$ cat src/sv/fixed_point_softmax_pow2_defines.svh
// Assertion macros shared by the softmax RTL.
// Each macro expects signals named clk and rst_n in the enclosing module.
`ifndef FIXED_POINT_SOFTMAX_POW2_DEFINES_SVH
`define FIXED_POINT_SOFTMAX_POW2_DEFINES_SVH

// A property that must hold at every clock edge outside reset.
`define SMX_ASSERT_NOW(label, prop, msg) \
    label: assert property (@(posedge clk) disable iff (!rst_n) (prop)) else $error(msg);

// A condition that must be followed by another one on the next clock edge.
`define SMX_ASSERT_NEXT(label, ante, cons, msg) \
    label: assert property (@(posedge clk) disable iff (!rst_n) (ante) |=> (cons)) else $error(msg);

`endif

$ cat src/sv/smx_pkg.sv
package smx_pkg;

    localparam int MAX_LEN = 16;
    localparam int ADDR_W  = (MAX_LEN > 1) ? $clog2(MAX_LEN) : 1;
    localparam int CNT_W   = $clog2(MAX_LEN + 1);

    localparam int SCORE_W = 32;
    localparam int DIFF_W  = SCORE_W + 1;
    localparam int FRAC_W  = 14;
    localparam int SPAN_W  = 18;
    localparam int ARG_W   = SPAN_W + 1;
    localparam int EXP_W   = ARG_W - FRAC_W;
    localparam int SUM_W   = 23;
    localparam int QUOT_W  = 17;
    localparam int PROB_W  = 15;

    // The window below the maximum is 16.0; scores below it contribute nothing.
    localparam logic [ARG_W-1:0] ROUND_UP_SPAN = ARG_W'(8192 + (16 << FRAC_W));
    localparam logic [ARG_W-1:0] ROUND_DN      = ARG_W'(8191);

    localparam logic [PROB_W-1:0]         PROB_MAX  = PROB_W'(32767);
    localparam logic signed [SCORE_W-1:0] SCORE_MIN = {1'b1, {(SCORE_W-1){1'b0}}};

    // 2^32 / sum with sum >= 2^16: the upper dividend bits leave a remainder of 2^15,
    // and the remaining quotient bits need one step each.
    localparam int                DIV_STEPS    = QUOT_W;
    localparam int                STEP_W       = $clog2(DIV_STEPS + 1);
    localparam logic [SUM_W:0]    DIV_REM_INIT = (SUM_W + 1)'(1 << 15);

    typedef struct packed {
        logic signed [SCORE_W-1:0] value;
        logic                      in_last;
    } smx_item_t;

    typedef struct packed {
        logic [PROB_W-1:0] prob;
        logic              out_last;
        logic              overflow;
    } smx_result_t;

endpackage

$ cat src/sv/smx_div.sv
// Restoring divider that forms 2^32 / divisor, one quotient bit per cycle.
// The divisor must be at least 2^16 and stay stable while the divide runs.
module smx_div (
    input  logic                           clk,
    input  logic                           rst_n,
    input  logic                           go,
    input  logic [smx_pkg::SUM_W-1:0]      divisor,
    output logic                           done,
    output logic [smx_pkg::QUOT_W-1:0]     quot
);

    logic                           run_reg,  run_next;
    logic                           done_reg, done_next;
    logic [smx_pkg::STEP_W-1:0]     step_reg, step_next;
    logic [smx_pkg::SUM_W:0]        rem_reg,  rem_next;
    logic [smx_pkg::QUOT_W-1:0]     quot_reg, quot_next;
    logic [smx_pkg::SUM_W:0]        trial;
    logic                           fits;

    always_comb
    begin
        trial     = {rem_reg[smx_pkg::SUM_W-1:0], 1'b0};
        fits      = (trial >= {1'b0, divisor});
        run_next  = run_reg;
        done_next = 1'b0;
        step_next = step_reg;
        rem_next  = rem_reg;
        quot_next = quot_reg;
        if (go)
        begin
            run_next  = 1'b1;
            step_next = smx_pkg::STEP_W'(smx_pkg::DIV_STEPS);
            rem_next  = smx_pkg::DIV_REM_INIT;
            quot_next = '0;
        end
        else if (run_reg)
        begin
            rem_next  = fits ? (trial - {1'b0, divisor}) : trial;
            quot_next = {quot_reg[smx_pkg::QUOT_W-2:0], fits};
            step_next = step_reg - 1'b1;
            if (step_reg == smx_pkg::STEP_W'(1))
            begin
                run_next  = 1'b0;
                done_next = 1'b1;
            end
        end
    end

    always_ff @(posedge clk or negedge rst_n)
    begin
        if (!rst_n)
        begin
            run_reg  <= 1'b0;
            done_reg <= 1'b0;
            step_reg <= '0;
        end
        else
        begin
            run_reg  <= run_next;
            done_reg <= done_next;
            step_reg <= step_next;
        end
    end

    always_ff @(posedge clk)
    begin
        rem_reg  <= rem_next;
        quot_reg <= quot_next;
    end

    assign done = done_reg;
    assign quot = quot_reg;

endmodule

$ cat src/sv/fixed_point_softmax_pow2.sv
// Power-of-two softmax over a vector of signed q17.14 scores.
//
// Input channel: a beat is taken at a rising edge where start is high and busy is
// low. The beat carries one score and in_last, which closes the vector. While a
// vector is being collected busy stays low, so one beat per cycle is accepted.
// Scores beyond MAX_LEN are dropped and flag overflow on every result of that vector.
//
// Output channel: after the closing beat busy rises and the block runs a sum pass over
// the score memory, a serial divide of 17 steps and an emit pass. Results leave in arrival
// order, one per cycle, each shown for exactly one cycle with strobe high; the receiver
// cannot stall and must take every beat.
// Busy falls in the cycle after the last result. The processing time is set by the score
// memory's single read port, walked once per pass, and the bit-serial divider.
//
// Reset clears the control state, the running maximum, the sum and the overflow flag;
// the score memory is not cleared, since only entries written for the current vector
// are read back.
`include "fixed_point_softmax_pow2_defines.svh"

module fixed_point_softmax_pow2 (
    input  logic                  clk,
    input  logic                  rst_n,
    input  logic                  start,
    output logic                  busy,
    input  smx_pkg::smx_item_t    item,
    output logic                  strobe,
    output smx_pkg::smx_result_t  result
);

    typedef enum logic [1:0] {
        ST_COLLECT,
        ST_SUM,
        ST_DIV,
        ST_EMIT
    } state_t;

    state_t                                 state_reg,   state_next;
    logic                                   busy_reg,    busy_next;
    logic [smx_pkg::CNT_W-1:0]              count_reg,   count_next;
    logic signed [smx_pkg::SCORE_W-1:0]     max_reg,     max_next;
    logic [smx_pkg::SUM_W-1:0]              sum_reg,     sum_next;
    logic                                   dropped_reg, dropped_next;
    logic [smx_pkg::CNT_W-1:0]              iss_reg,     iss_next;
    logic                                   s1_vld_reg,  s1_vld_next;
    logic                                   s1_last_reg, s1_last_next;
    logic                                   s2_vld_reg,  s2_vld_next;
    logic                                   s2_last_reg, s2_last_next;
    logic [smx_pkg::DIFF_W-1:0]             diff_reg,    diff_next;
    logic                                   div_go_reg,  div_go_next;
    logic                                   strobe_reg,  strobe_next;
    smx_pkg::smx_result_t                   result_reg,  result_next;

    // Score memory: one write port for collection, one registered read port for the passes.
    logic signed [smx_pkg::SCORE_W-1:0]     score_mem [smx_pkg::MAX_LEN];
    logic signed [smx_pkg::SCORE_W-1:0]     rd_data_reg;
    logic                                   wr_en;
    logic                                   rd_en;
    logic [smx_pkg::ADDR_W-1:0]             rd_addr;

    logic                                   accept;
    logic                                   has_room;
    logic                                   pipe_empty;
    logic                                   in_window;
    logic [smx_pkg::SPAN_W-1:0]             span;
    logic [smx_pkg::ARG_W-1:0]              exp_arg;
    logic [smx_pkg::ARG_W-1:0]              sh_arg;
    logic [smx_pkg::EXP_W-1:0]              exp_val;
    logic [smx_pkg::EXP_W-1:0]              shift;
    logic [smx_pkg::SUM_W-1:0]              power;
    logic [smx_pkg::QUOT_W-1:0]             shifted;
    logic [smx_pkg::PROB_W-1:0]             prob;
    logic                                   div_done;
    logic [smx_pkg::QUOT_W-1:0]             div_quot;

    smx_div u_div (
        .clk     (clk),
        .rst_n   (rst_n),
        .go      (div_go_reg),
        .divisor (sum_reg),
        .done    (div_done),
        .quot    (div_quot)
    );

    assign accept   = start && !busy_reg;
    assign has_room = (count_reg < smx_pkg::CNT_W'(smx_pkg::MAX_LEN));
    assign wr_en    = accept && has_room;
    assign rd_en    = ((state_reg == ST_SUM) || (state_reg == ST_EMIT)) && (iss_reg != count_reg);
    assign rd_addr  = iss_reg[smx_pkg::ADDR_W-1:0];
    assign pipe_empty = !rd_en && !s1_vld_reg && !s2_vld_reg;

    // A score lies inside the 16.0 window when its distance below the maximum is
    // under 2^18. Inside it, the power term is 2^((8192 + 2^18 - span) >> 14) and
    // the output shift is 1 + ((8191 + span) >> 14).
    always_comb
    begin
        in_window = (diff_reg[smx_pkg::DIFF_W-1:smx_pkg::SPAN_W] == '0);
        span      = diff_reg[smx_pkg::SPAN_W-1:0];
        exp_arg   = smx_pkg::ROUND_UP_SPAN - {1'b0, span};
        sh_arg    = smx_pkg::ROUND_DN + {1'b0, span};
        exp_val   = exp_arg[smx_pkg::ARG_W-1:smx_pkg::FRAC_W];
        shift     = smx_pkg::EXP_W'(1) + sh_arg[smx_pkg::ARG_W-1:smx_pkg::FRAC_W];
        power     = smx_pkg::SUM_W'(1) << exp_val;
        shifted   = div_quot >> shift;
        if (!in_window)
        begin
            prob = '0;
        end
        else if (shifted[smx_pkg::QUOT_W-1:smx_pkg::PROB_W] != '0)
        begin
            prob = smx_pkg::PROB_MAX;
        end
        else
        begin
            prob = shifted[smx_pkg::PROB_W-1:0];
        end
    end

    always_comb
    begin
        state_next   = state_reg;
        busy_next    = busy_reg;
        count_next   = count_reg;
        max_next     = max_reg;
        sum_next     = sum_reg;
        dropped_next = dropped_reg;
        iss_next     = iss_reg;
        s1_vld_next  = rd_en;
        s1_last_next = (iss_reg + 1'b1) == count_reg;
        s2_vld_next  = s1_vld_reg;
        s2_last_next = s1_last_reg;
        diff_next    = {max_reg[smx_pkg::SCORE_W-1], max_reg}
                     - {rd_data_reg[smx_pkg::SCORE_W-1], rd_data_reg};
        div_go_next  = 1'b0;
        strobe_next  = 1'b0;
        result_next  = result_reg;

        if (rd_en)
        begin
            iss_next = iss_reg + 1'b1;
        end

        case (state_reg)
            ST_COLLECT:
            begin
                if (accept)
                begin
                    if (has_room)
                    begin
                        count_next = count_reg + 1'b1;
                        if (item.value > max_reg)
                        begin
                            max_next = item.value;
                        end
                    end
                    else
                    begin
                        dropped_next = 1'b1;
                    end
                    if (item.in_last)
                    begin
                        state_next = ST_SUM;
                        busy_next  = 1'b1;
                        iss_next   = '0;
                    end
                end
            end
            ST_SUM:
            begin
                if (s2_vld_reg && in_window)
                begin
                    sum_next = sum_reg + power;
                end
                if (pipe_empty)
                begin
                    state_next  = ST_DIV;
                    div_go_next = 1'b1;
                    iss_next    = '0;
                end
            end
            ST_DIV:
            begin
                if (div_done)
                begin
                    state_next = ST_EMIT;
                end
            end
            ST_EMIT:
            begin
                if (s2_vld_reg)
                begin
                    strobe_next          = 1'b1;
                    result_next.prob     = prob;
                    result_next.out_last = s2_last_reg;
                    result_next.overflow = dropped_reg;
                end
                if (pipe_empty)
                begin
                    state_next   = ST_COLLECT;
                    busy_next    = 1'b0;
                    count_next   = '0;
                    max_next     = smx_pkg::SCORE_MIN;
                    sum_next     = '0;
                    dropped_next = 1'b0;
                    iss_next     = '0;
                end
            end
            default:
            begin
                state_next = ST_COLLECT;
                busy_next  = 1'b0;
            end
        endcase
    end

    always_ff @(posedge clk or negedge rst_n)
    begin
        if (!rst_n)
        begin
            state_reg   <= ST_COLLECT;
            busy_reg    <= 1'b0;
            count_reg   <= '0;
            max_reg     <= smx_pkg::SCORE_MIN;
            sum_reg     <= '0;
            dropped_reg <= 1'b0;
            iss_reg     <= '0;
            s1_vld_reg  <= 1'b0;
            s1_last_reg <= 1'b0;
            s2_vld_reg  <= 1'b0;
            s2_last_reg <= 1'b0;
            div_go_reg  <= 1'b0;
            strobe_reg  <= 1'b0;
        end
        else
        begin
            state_reg   <= state_next;
            busy_reg    <= busy_next;
            count_reg   <= count_next;
            max_reg     <= max_next;
            sum_reg     <= sum_next;
            dropped_reg <= dropped_next;
            iss_reg     <= iss_next;
            s1_vld_reg  <= s1_vld_next;
            s1_last_reg <= s1_last_next;
            s2_vld_reg  <= s2_vld_next;
            s2_last_reg <= s2_last_next;
            div_go_reg  <= div_go_next;
            strobe_reg  <= strobe_next;
        end
    end

    // Datapath registers carry no reset.
    always_ff @(posedge clk)
    begin
        diff_reg   <= diff_next;
        result_reg <= result_next;
    end

    always_ff @(posedge clk)
    begin
        if (wr_en)
        begin
            score_mem[count_reg[smx_pkg::ADDR_W-1:0]] <= item.value;
        end
        if (rd_en)
        begin
            rd_data_reg <= score_mem[rd_addr];
        end
    end

    assign busy   = busy_reg;
    assign strobe = strobe_reg;
    assign result = result_reg;

    `SMX_ASSERT_NOW(a_strobe_only_busy, strobe_reg |-> busy_reg, "result beat outside a vector")
    `SMX_ASSERT_NEXT(a_last_sets_busy, accept && item.in_last, busy_reg, "busy did not rise")
    `SMX_ASSERT_NOW(a_sum_floor, div_go_reg |-> (sum_reg[smx_pkg::SUM_W-1:16] != '0), "sum below 2^16")
    `SMX_ASSERT_NOW(a_count_bound, count_reg <= smx_pkg::CNT_W'(smx_pkg::MAX_LEN), "count overrun")
    `SMX_ASSERT_NOW(a_no_read_collect, (state_reg == ST_COLLECT) |-> !s2_vld_reg, "read in collect")

endmodule

$ cat config.mk
export PLATFORM = sky130hd
export DESIGN_NAME = fixed_point_softmax_pow2
export DESIGN_NICKNAME = d
export VERILOG_FILES = /design/src/sv/smx_pkg.sv /design/src/sv/smx_div.sv /design/src/sv/fixed_point_softmax_pow2.sv
export VERILOG_INCLUDE_DIRS = /design/src /design/src/sv
export SDC_FILE = /design/constraint.sdc
export NUM_CORES = 1
export LEC_CHECK = 0
export BUFFER_PORTS_ARGS = -buffer_cell sky130_fd_sc_hd__buf_2
export CORE_UTILIZATION = 40
export CTS_CLUSTER_SIZE = 20
export DETAILED_ROUTE_END_ITERATION = 12
export GPL_ROUTABILITY_DRIVEN = 0
export MAX_ROUTING_LAYER = met4
export PLACE_DENSITY_LB_ADDON = 0.25
export SKIP_CTS_REPAIR_TIMING = 1
export SYNTH_ARGS = -nofsm -noshare
export SYNTH_HDL_FRONTEND = slang
export SYNTH_SLANG_ARGS = --single-unit
export TNS_END_PERCENT = 30
$ cat constraint.sdc
create_clock -name clk -period 4.5 [get_ports clk]
set_clock_uncertainty 0.2 [all_clocks]
set_input_delay 0.225 -clock clk [delete_from_list [all_inputs] [get_ports clk]]
set_output_delay 0.225 -clock clk [all_outputs]
set_load 0.03 [all_outputs]
# After elaboration in Yosys (flattened, before gate mapping)
# Memory sizes are Yosys's and may differ from the RTL's. A register that Yosys moved wholly into a read port is not among the register bits.
# Index checks and enable logic that the tools add are counted.
[op_classes]
n_addsub = 9
n_lt_le_gt_ge = 3
eq_ne = 15
shift = 2
n_mux = 46
n_reduce_logical = 25
[op_table]
columns = ["cell", "count"]
rows = [
  ["$mux W32", 4],
  ["$mux W23", 3],
  ["$pmux W32 S2", 1],
  ["$pmux W23 S2", 1],
  ["$mux W5", 9],
  ["$sub A32 B32 Y33", 1],
  ["$gt A32 B32 Y1", 1],
  ["$ge A24 B23 Y1", 1],
  ["$add A23 B23 Y23", 1],
  ["$shl A1 B5 Y23 const A", 1],
  ["$sub A23 B23 Y23", 1],
  ["$pmux W5 S2", 2],
  ["$add A13 B18 Y19 const A", 1],
  ["$sub A19 B18 Y19 const A", 1],
  ["$mux W1", 17],
  ["$shr A17 B5 Y17", 1],
  ["$logic_not A15 Y1", 1],
  ["$mux W15", 1],
  ["$ne A2 B2 Y1 const B", 7],
  ["$reduce_and A4 Y1", 3],
  ["$add A5 B1 Y5 const B", 2],
  ["$mux W2", 5],
  ["$reduce_and A5 Y1", 2],
  ["$pmux W2 S4", 1],
  ["18 further kinds", 32],
]
[totals]
regBits = 172
mem_bits_rw = 512
out_inout_bits = 19
n_memories = 1
[memory_table]
columns = ["memory", "words", "width", "read_ports", "rd_clocked_by_memory_dff", "write_ports", "line", "text"]
rows = [
  ["score_mem", 16, 32, 1, 1, 1, "fixed_point_softmax_pow2.sv:54", "logic signed [smx_pkg::SCORE_W-1:0] score_mem [smx_pkg::MAX_LEN];"],
]

# Longest topological paths before layout
# Gate-level depths: netlist of run 1.
[depth]
ltp_word = 8
ltp_mapped = 16
mapped_depth_nobuf = 16

# Cells and area by module
# Synthesis of run 1 repeated with hierarchy kept, for this count alone.
[unflattened]
cells_unflattened = 2473
area_unflattened_um2 = 33159.3
[modules_own_cells]
columns = ["module", "instances", "cells_per_inst", "area_per_inst_um2", "seq_area_each_um2"]
rows = [
  ["fixed_point_softmax_pow2", 1, 2059, 29771.1, 19384.8],
  ["smx_div", 1, 414, 3388.2, 975.9],
]

# Worst setup path after synthesis of run 1
# OpenSTA, ideal clock, no wires.
[synth_timing]
path_type = "register -> register"
startpoint = "reg busy_reg, in the netlist busy"
endpoint = "mem score_mem[0][0] (netlist bit), enable pin"
setup_time_ps = 461
arrival_time_ps = 3354
required_time_ps = 3839
slack_ps = 485
path_stages_with_launch = 5
n_path_buf = 0
cell_sequence = "dfrtp_1 -> nor2b_1 -> nor2b_1 -> nand2_1 -> nor3_1"
[synth_via]
elab_chain_len = 5
[synth_rtl]
columns = ["item", "line", "text"]
rows = [
  ["start, declared", "fixed_point_softmax_pow2.sv:38", "logic busy_reg, busy_next;"],
  ["start signal, assigned", "fixed_point_softmax_pow2.sv:236", "busy_reg <= busy_next;"],
  ["$logic_not A1 Y1", "fixed_point_softmax_pow2.sv:84", "assign accept = start && !busy_reg;"],
  ["$logic_and A1 B1 Y1", "fixed_point_softmax_pow2.sv:84", ""],
  ["$logic_and A1 B1 Y1", "fixed_point_softmax_pow2.sv:86", "assign wr_en = accept && has_room;"],
  ["$mux W1", "fixed_point_softmax_pow2.sv:260", "if (wr_en)"],
  ["$mux W1 (implied by the code)", "fixed_point_softmax_pow2.sv:262", "score_mem[count_reg[smx_pkg::ADDR_W-1:0]] <= item.value;"],
  ["end, declared", "fixed_point_softmax_pow2.sv:54", ""],
]
# Every way passes these cells.

# Worst setup path after layout of run 1
[layout_timing]
startpoint = "reg diff_reg[10] (netlist bit)"
endpoint = "reg sum_reg[21] (netlist bit)"
[layout_via]
elab_chain_len = 5
[layout_rtl]
columns = ["item", "line", "text"]
rows = [
  ["start, declared", "fixed_point_softmax_pow2.sv:48", "logic [smx_pkg::DIFF_W-1:0] diff_reg, diff_next;"],
  ["start signal, assigned", "fixed_point_softmax_pow2.sv:254", "diff_reg <= diff_next;"],
  ["$sub A19 B18 Y19", "fixed_point_softmax_pow2.sv:98", "exp_arg = smx_pkg::ROUND_UP_SPAN - {1'b0, span};"],
  ["$shl A1 B5 Y23", "fixed_point_softmax_pow2.sv:102", "power = smx_pkg::SUM_W'(1) << exp_val;"],
  ["$add A23 B23 Y23", "fixed_point_softmax_pow2.sv:171", "sum_next = sum_reg + power;"],
  ["$mux W23", "fixed_point_softmax_pow2.sv:169", "if (s2_vld_reg && in_window)"],
  ["$pmux W23 S2", "fixed_point_softmax_pow2.sv:142", "case (state_reg)"],
  ["end signal, assigned", "fixed_point_softmax_pow2.sv:239", "sum_reg <= sum_next;"],
  ["end, declared", "fixed_point_softmax_pow2.sv:41", "logic [smx_pkg::SUM_W-1:0] sum_reg, sum_next;"],
]
# Every way passes these cells. The select of a mux whose other input is x is not followed.
# A chain may end at the register's enable or synchronous reset.

==> impl_metrics.toml, run 1 <==
[clocking]
cts_tree = "yes"
cts_sinks = 716
cts_max_level = 3
clk_pin_slew_worst_paths_ns = 0.06
cts_buffers = 75
ctsRootBufferMaster = "clkbuf_16"
insertion_delay_ns = 0.63
clock_path_buffers = 3

[setup_path]
cp_max_fo = 9
cp_data_required_time_ns = 4.77
crit_arrival_ns = 4.57
end_kind = "register"
worstSetupPathType = "reg2reg"
cp-start-kind = "register"

[power_and_ir_drop]
power.internal_mw = 10.74
power_mw = 13.52
clockPowerShare_pct = 45.9
p_sw_mw = 2.777
irDropWorstVdd_uv = 313.9
comb_power_share_pct = 1.4
power_frac_seq_pct = 52.7
powerDensity_mw_per_mm2 = 363.5
total_leakage_power_nw = 13.56
sw_frac_of_total_pct = 20.54

[logic_synthesis]
synth_edf_count = 561
synth_area_per_cell_um2 = 14.80
synth_seq_cells = 716
seq_area_frac_synth_pct = 62.46
syn_area_mm2 = 0.03260
yosysMostFrequentCell = "edfxtp_1"
synth_flop_cell = "edfxtp_1"
yosysTopAreaCell = "edfxtp_1"
yosys-top-cells-area = "edfxtp_1 52%, mux4_2 11%, dfrtp_1 6.2%, ha_1 4.6%, dfxtp_1 4.5%"
synth_cells = 2202
synth_cell_types = 88
synthArstFlopShare_pct = 11.45
synth.yosys.warnings = 0
ys_top_cells_by_count = "561 x edfxtp_1, 161 x mux4_2, 160 x nand2_1, 150 x nor2_1"
synth.top_cell.area_share_pct = 51.68

[placement]
hpwl_um = 46320
numPortBuffers = 54
post-place-cells = 3276
dpl_worst_slack_ns = 0.1148
place_area_mm2 = 0.03434

[routing]
routed_via_density = 5.514
wl_per_cell_um = 22.05
drtAntennaViolNets = 0
num_vias = 19040
routed_wl_um = 76130
first_pass_iters = 5
first_iter_violations = 1468
drc = 0

[floorplan]
die_width_um = 287.5
coreArea_mm2 = 0.08055
rows = 104
die_h_um = 287.5
start_util_pct = 40.47
io-pin-count = 55
dieArea_mm2 = 0.08264

[timing]
finalCriticalPeriod_ns = 4.309
finalHoldViolations = 0
holdWs_ns = 0.05956
fin_ws_ns = 0.1910
setup_violations = 0
drv_slew = 0
max_freq_ghz = 0.2321
slew_headroom_pct = 28.27
rsz0062_at_grt = "false"
fin_crit_sh_pct = 95.76
fin_setup_tns_ns = 0
tightest_slew_ns = 1.068

[cells_and_area]
multiInputGateArea_mm2 = 0.01152
layout-drive-gt1-share_pct = 18.40
nets = 2489
final_util_pct = 46.17
final_cells = 3453
largest_reg_flops = 512
ff_latch_area_mm2 = 0.02037
fillers = 7025
area_delta_synth_final_pct = 14.09
fin_area_mm2 = 0.03719

[grt]
grt_overflow = 0
grt_max_degree = 133
grtUsageTotal_pct = 19.12
grt_first_pass_wirelength_um = 115700
antenna_found_initial = 1
grt_pass1_vias = 19140

[outcome]
status = "completed"

[run]
drv_cap = 0

[worst_hold_path]
hp-class = "in2async"
-- worst max-delay path, cell delays in order, from the launching register on --
cell and delay, ns:
dfxtp_1 0.30, nor4_1 0.38, a41oi_2 0.29, buf_4 0.27, xnor2_4 0.27, inv_2 0.16, nand2_1 0.12, nor2_1 0.06
ha_1 0.36, o21a_1 0.14, o21ai_0 0.10, o31ai_1 0.37, o21ai_1 0.17, a211oi_1 0.41, a311o_1 0.24, a21o_1 0.13
xnor2_1 0.11, o21ai_0 0.08
-- kinds of logic (layout without fill, tap and decap cells) --
| family | Yosys count | in the layout | synth area share (%) |
|---|---|---|---|
| xor gates and xnor gates | 75 | 75 | 2.084 |
| muxes | 250 | 250 | 13.87 |
| adders and majority gates | 125 | 125 | 4.859 |
| other | 1 | 7 | 0.01150 |
| AOI/OAI and AO/OA | 360 | 360 | 7.585 |
| buffers and inverters | 214 | 399 | 2.733 |
| DFF | 716 | 716 | 62.46 |
| and+or+nand+nor | 461 | 461 | 6.399 |
-- cell type report --
class                      count  share of cell area [%]
antenna                        2                 0.01346
clock buffer                 102                   5.581
clock inverter                37                   1.033
inverter                     123                   1.241
multi-input combinational   1276                   30.96
sequential                   716                   54.78
tap                         1060                   3.566
timing repair buffer         137                   2.819
-- power by group through the flow --
stage          clock network (mW)  registers (mW)  logic [mW]
6_report                     6.20            7.12       0.195
3_5_place_dp                    0            7.26       0.170
2_1_floorplan                   0            7.26      0.0501
4_1_cts                      6.34            7.12       0.170
3_3_place_gp                    0            7.26       0.162
5_1_grt                      6.60            7.12       0.220
-- final timing paths --
path	to	cells after the start	slack (ns)	start
min in group clk	s2_last_reg	0	0.15	s1_last_reg
worst min-delay path	sum_reg[6]	2	0.06	rst_n
worst min register to register	s2_last_reg	0	0.15	s1_last_reg
worst max register to register	sum_reg[21]	17	0.19	diff_reg[10]
max in group asynchronous	iss_reg[2]	3	3.02	rst_n
worst max-delay path	sum_reg[21]	17	0.19	diff_reg[10]
-- cell usage in the layout (no fill, tap or decap), drive strengths merged, types with 11 or more instances in the layout --
cell type	n
edfxtp	561
mux4	161
nand2	161
nor2	150
inv	124
ha	121
clkbuf	102
buf	101
a21oi	96
mux2i	86
dfrtp	81
dfxtp	73
o21ai	71
xnor2	46
a21o	44
dlygate4sd3	36
nor3	31
xor2	29
a211oi	28
clkinv	27
nand2b	23
o21a	19
nand4	17
nand3	17
o31ai	16
nor2b	13
nor4	11
-- routing by layer --
layer	part of all wire (%)	track usage (%)	vias to the layer above
li1	-	-	8698
met5	0	-	-
met2	49	30.49	497
met4	2.5	5.625	0
met3	4.7	3.384	146
met1	44	24.99	9698
Note: power is estimated with default switching activity, not from simulation.
==> run 2, diff against run 1 <==
--- a/config.mk
+++ b/config.mk
@@ -12,7 +12,7 @@
 export DETAILED_ROUTE_END_ITERATION = 12
 export GPL_ROUTABILITY_DRIVEN = 0
 export MAX_ROUTING_LAYER = met4
-export PLACE_DENSITY_LB_ADDON = 0.25
+export PLACE_DENSITY_LB_ADDON = 0.15
 export SKIP_CTS_REPAIR_TIMING = 1
 export SYNTH_ARGS = -nofsm -noshare
 export SYNTH_HDL_FRONTEND = slang
==> impl_metrics.toml, run 2 (same netlist as run 1, synthesis figures left out) <==
[clocking]
clk_pin_slew_worst_paths_ns = 0.06
cts_max_level = 3
clock_path_buffers = 3
cts_buffers = 79
cts_tree = "yes"
ctsRootBufferMaster = "clkbuf_16"
cts_sinks = 716
insertion_delay_ns = 0.63

[power_and_ir_drop]
p_sw_mw = 2.787
total_leakage_power_nw = 13.63
comb_power_share_pct = 1.4
powerDensity_mw_per_mm2 = 368.0
power.internal_mw = 10.95
power_frac_seq_pct = 51.8
irDropWorstVdd_uv = 316.7
sw_frac_of_total_pct = 20.28
clockPowerShare_pct = 46.8

[setup_path]
cp_data_required_time_ns = 4.78
worstSetupPathType = "reg2reg"
cp-start-kind = "register"
end_kind = "register"
crit_arrival_ns = 4.41
cp_max_fo = 4

[routing]
routed_via_density = 5.470
first_iter_violations = 1345
wl_per_cell_um = 22.30
routed_wl_um = 77140
first_pass_iters = 5
num_vias = 18920
drc = 0
drtAntennaViolNets = 0

[grt]
grt_first_pass_wirelength_um = 117900
grtUsageTotal_pct = 19.53
grt_overflow = 0
antenna_found_initial = 2
grt_pass1_vias = 19330
grt_max_degree = 133

[cells_and_area]
layout-drive-gt1-share_pct = 18.74
fin_area_mm2 = 0.03735
final_common_cell = "edfxtp_1"
nets = 2496
final_util_pct = 46.37
largest_reg_flops = 512
layout_common_cells = "561 x edfxtp_1, 161 x mux4_2, 160 x nand2_1, 138 x nor2_1"
area_delta_synth_final_pct = 14.57

[timing]
drv_slew = 0
finalHoldViolations = 0
finalCriticalPeriod_ns = 4.133
tightest_slew_ns = 1.213
max_freq_ghz = 0.2420
fin_crit_sh_pct = 91.83
setup_violations = 0
slew_headroom_pct = 18.53
rsz0062_at_grt = "false"

[placement]
hpwl_um = 46660
place_area_mm2 = 0.03439
numPortBuffers = 54

[floorplan]
dieArea_mm2 = 0.08264
die_h_um = 287.5
coreArea_mm2 = 0.08055
io-pin-count = 55
rows = 104
die_width_um = 287.5
start_util_pct = 40.47

[run]
drv_cap = 0

[outcome]
status = "completed"

[worst_hold_path]
hp-class = "in2async"
-- run 2: layout make-up --
type	instances	area [um^2]
antenna	3	7.507
clock buffer	100	2128
clock inverter	41	440.4
fill	7020	43200
inverter	123	461.7
multi-input combinational	1276	11510
sequential	716	20370
tap	1060	1326
timing repair buffer	140	1096
-- run 2: critical path, stage by stage, from the launching register on --
cell and delay [ns]:
dfxtp_1 0.30, nor4_1 0.35, a41oi_2 0.28, or3_1 0.41, mux2_2 0.30, nor2b_1 0.12, ha_1 0.25, o21a_1 0.19
o21ai_0 0.29, o31ai_2 0.14, o21ai_2 0.26, a211oi_1 0.15, a311o_1 0.37, a21o_1 0.19, xnor2_1 0.12, o21ai_0 0.08
-- run 2: power by group through the flow --
stage          Combinational (mW)  Sequential [mW]  Clock (mW)
6_report                    0.192             7.12        6.43
2_1_floorplan              0.0501             7.26           0
4_1_cts                     0.170             7.12        6.59
3_5_place_dp                0.170             7.26           0
3_3_place_gp                0.160             7.26           0
5_1_grt                     0.218             7.12        6.84
-- run 2: metal layers --
| metal | vias to the layer above | GRT usage [%] | wire [um] |
|---|---|---|---|
| li1 | 8720 | - | - |
| met1 | 9668 | 25.27 | 34030 |
| met2 | 412 | 31.87 | 38010 |
| met3 | 121 | 3.162 | 3381 |
| met4 | 0 | 5.279 | 1728 |
| met5 | - | - | 0 |
-- run 2: final timing paths --
check                      cells after the start          end  slack [ns]         start
setup / recovery                              15  sum_reg[21]        0.37  diff_reg[10]
hold / removal                                 2  sum_reg[18]        0.10         rst_n
max in group asynchronous                      3   iss_reg[0]        2.98         rst_n
hold reg to reg                                0  s2_last_reg        0.15   s1_last_reg
setup reg to reg                              15  sum_reg[21]        0.37  diff_reg[10]
min in group clk                               0  s2_last_reg        0.15   s1_last_reg
-- run 2: through the flow --
stage / hold slack, ns / instances / power (mW) / setup slack (ns) / setup TNS [ns]
2_1_floorplan: -0.2706 / 2206 / 7.313 / 0.4852 / 0
3_3_place_gp: 0.1427 / 3279 / 7.421 / 0.07386 / 0
3_5_place_dp: 0.1389 / 3279 / 7.430 / 0.01645 / 0
4_1_cts: -0.4297 / 3420 / 13.88 / -0.005008 / -0.005008
5_1_grt: 0.1696 / 3458 / 14.17 / 0.07090 / 0
6_report: 0.1037 / 3459 / 13.74 / 0.3674 / 0
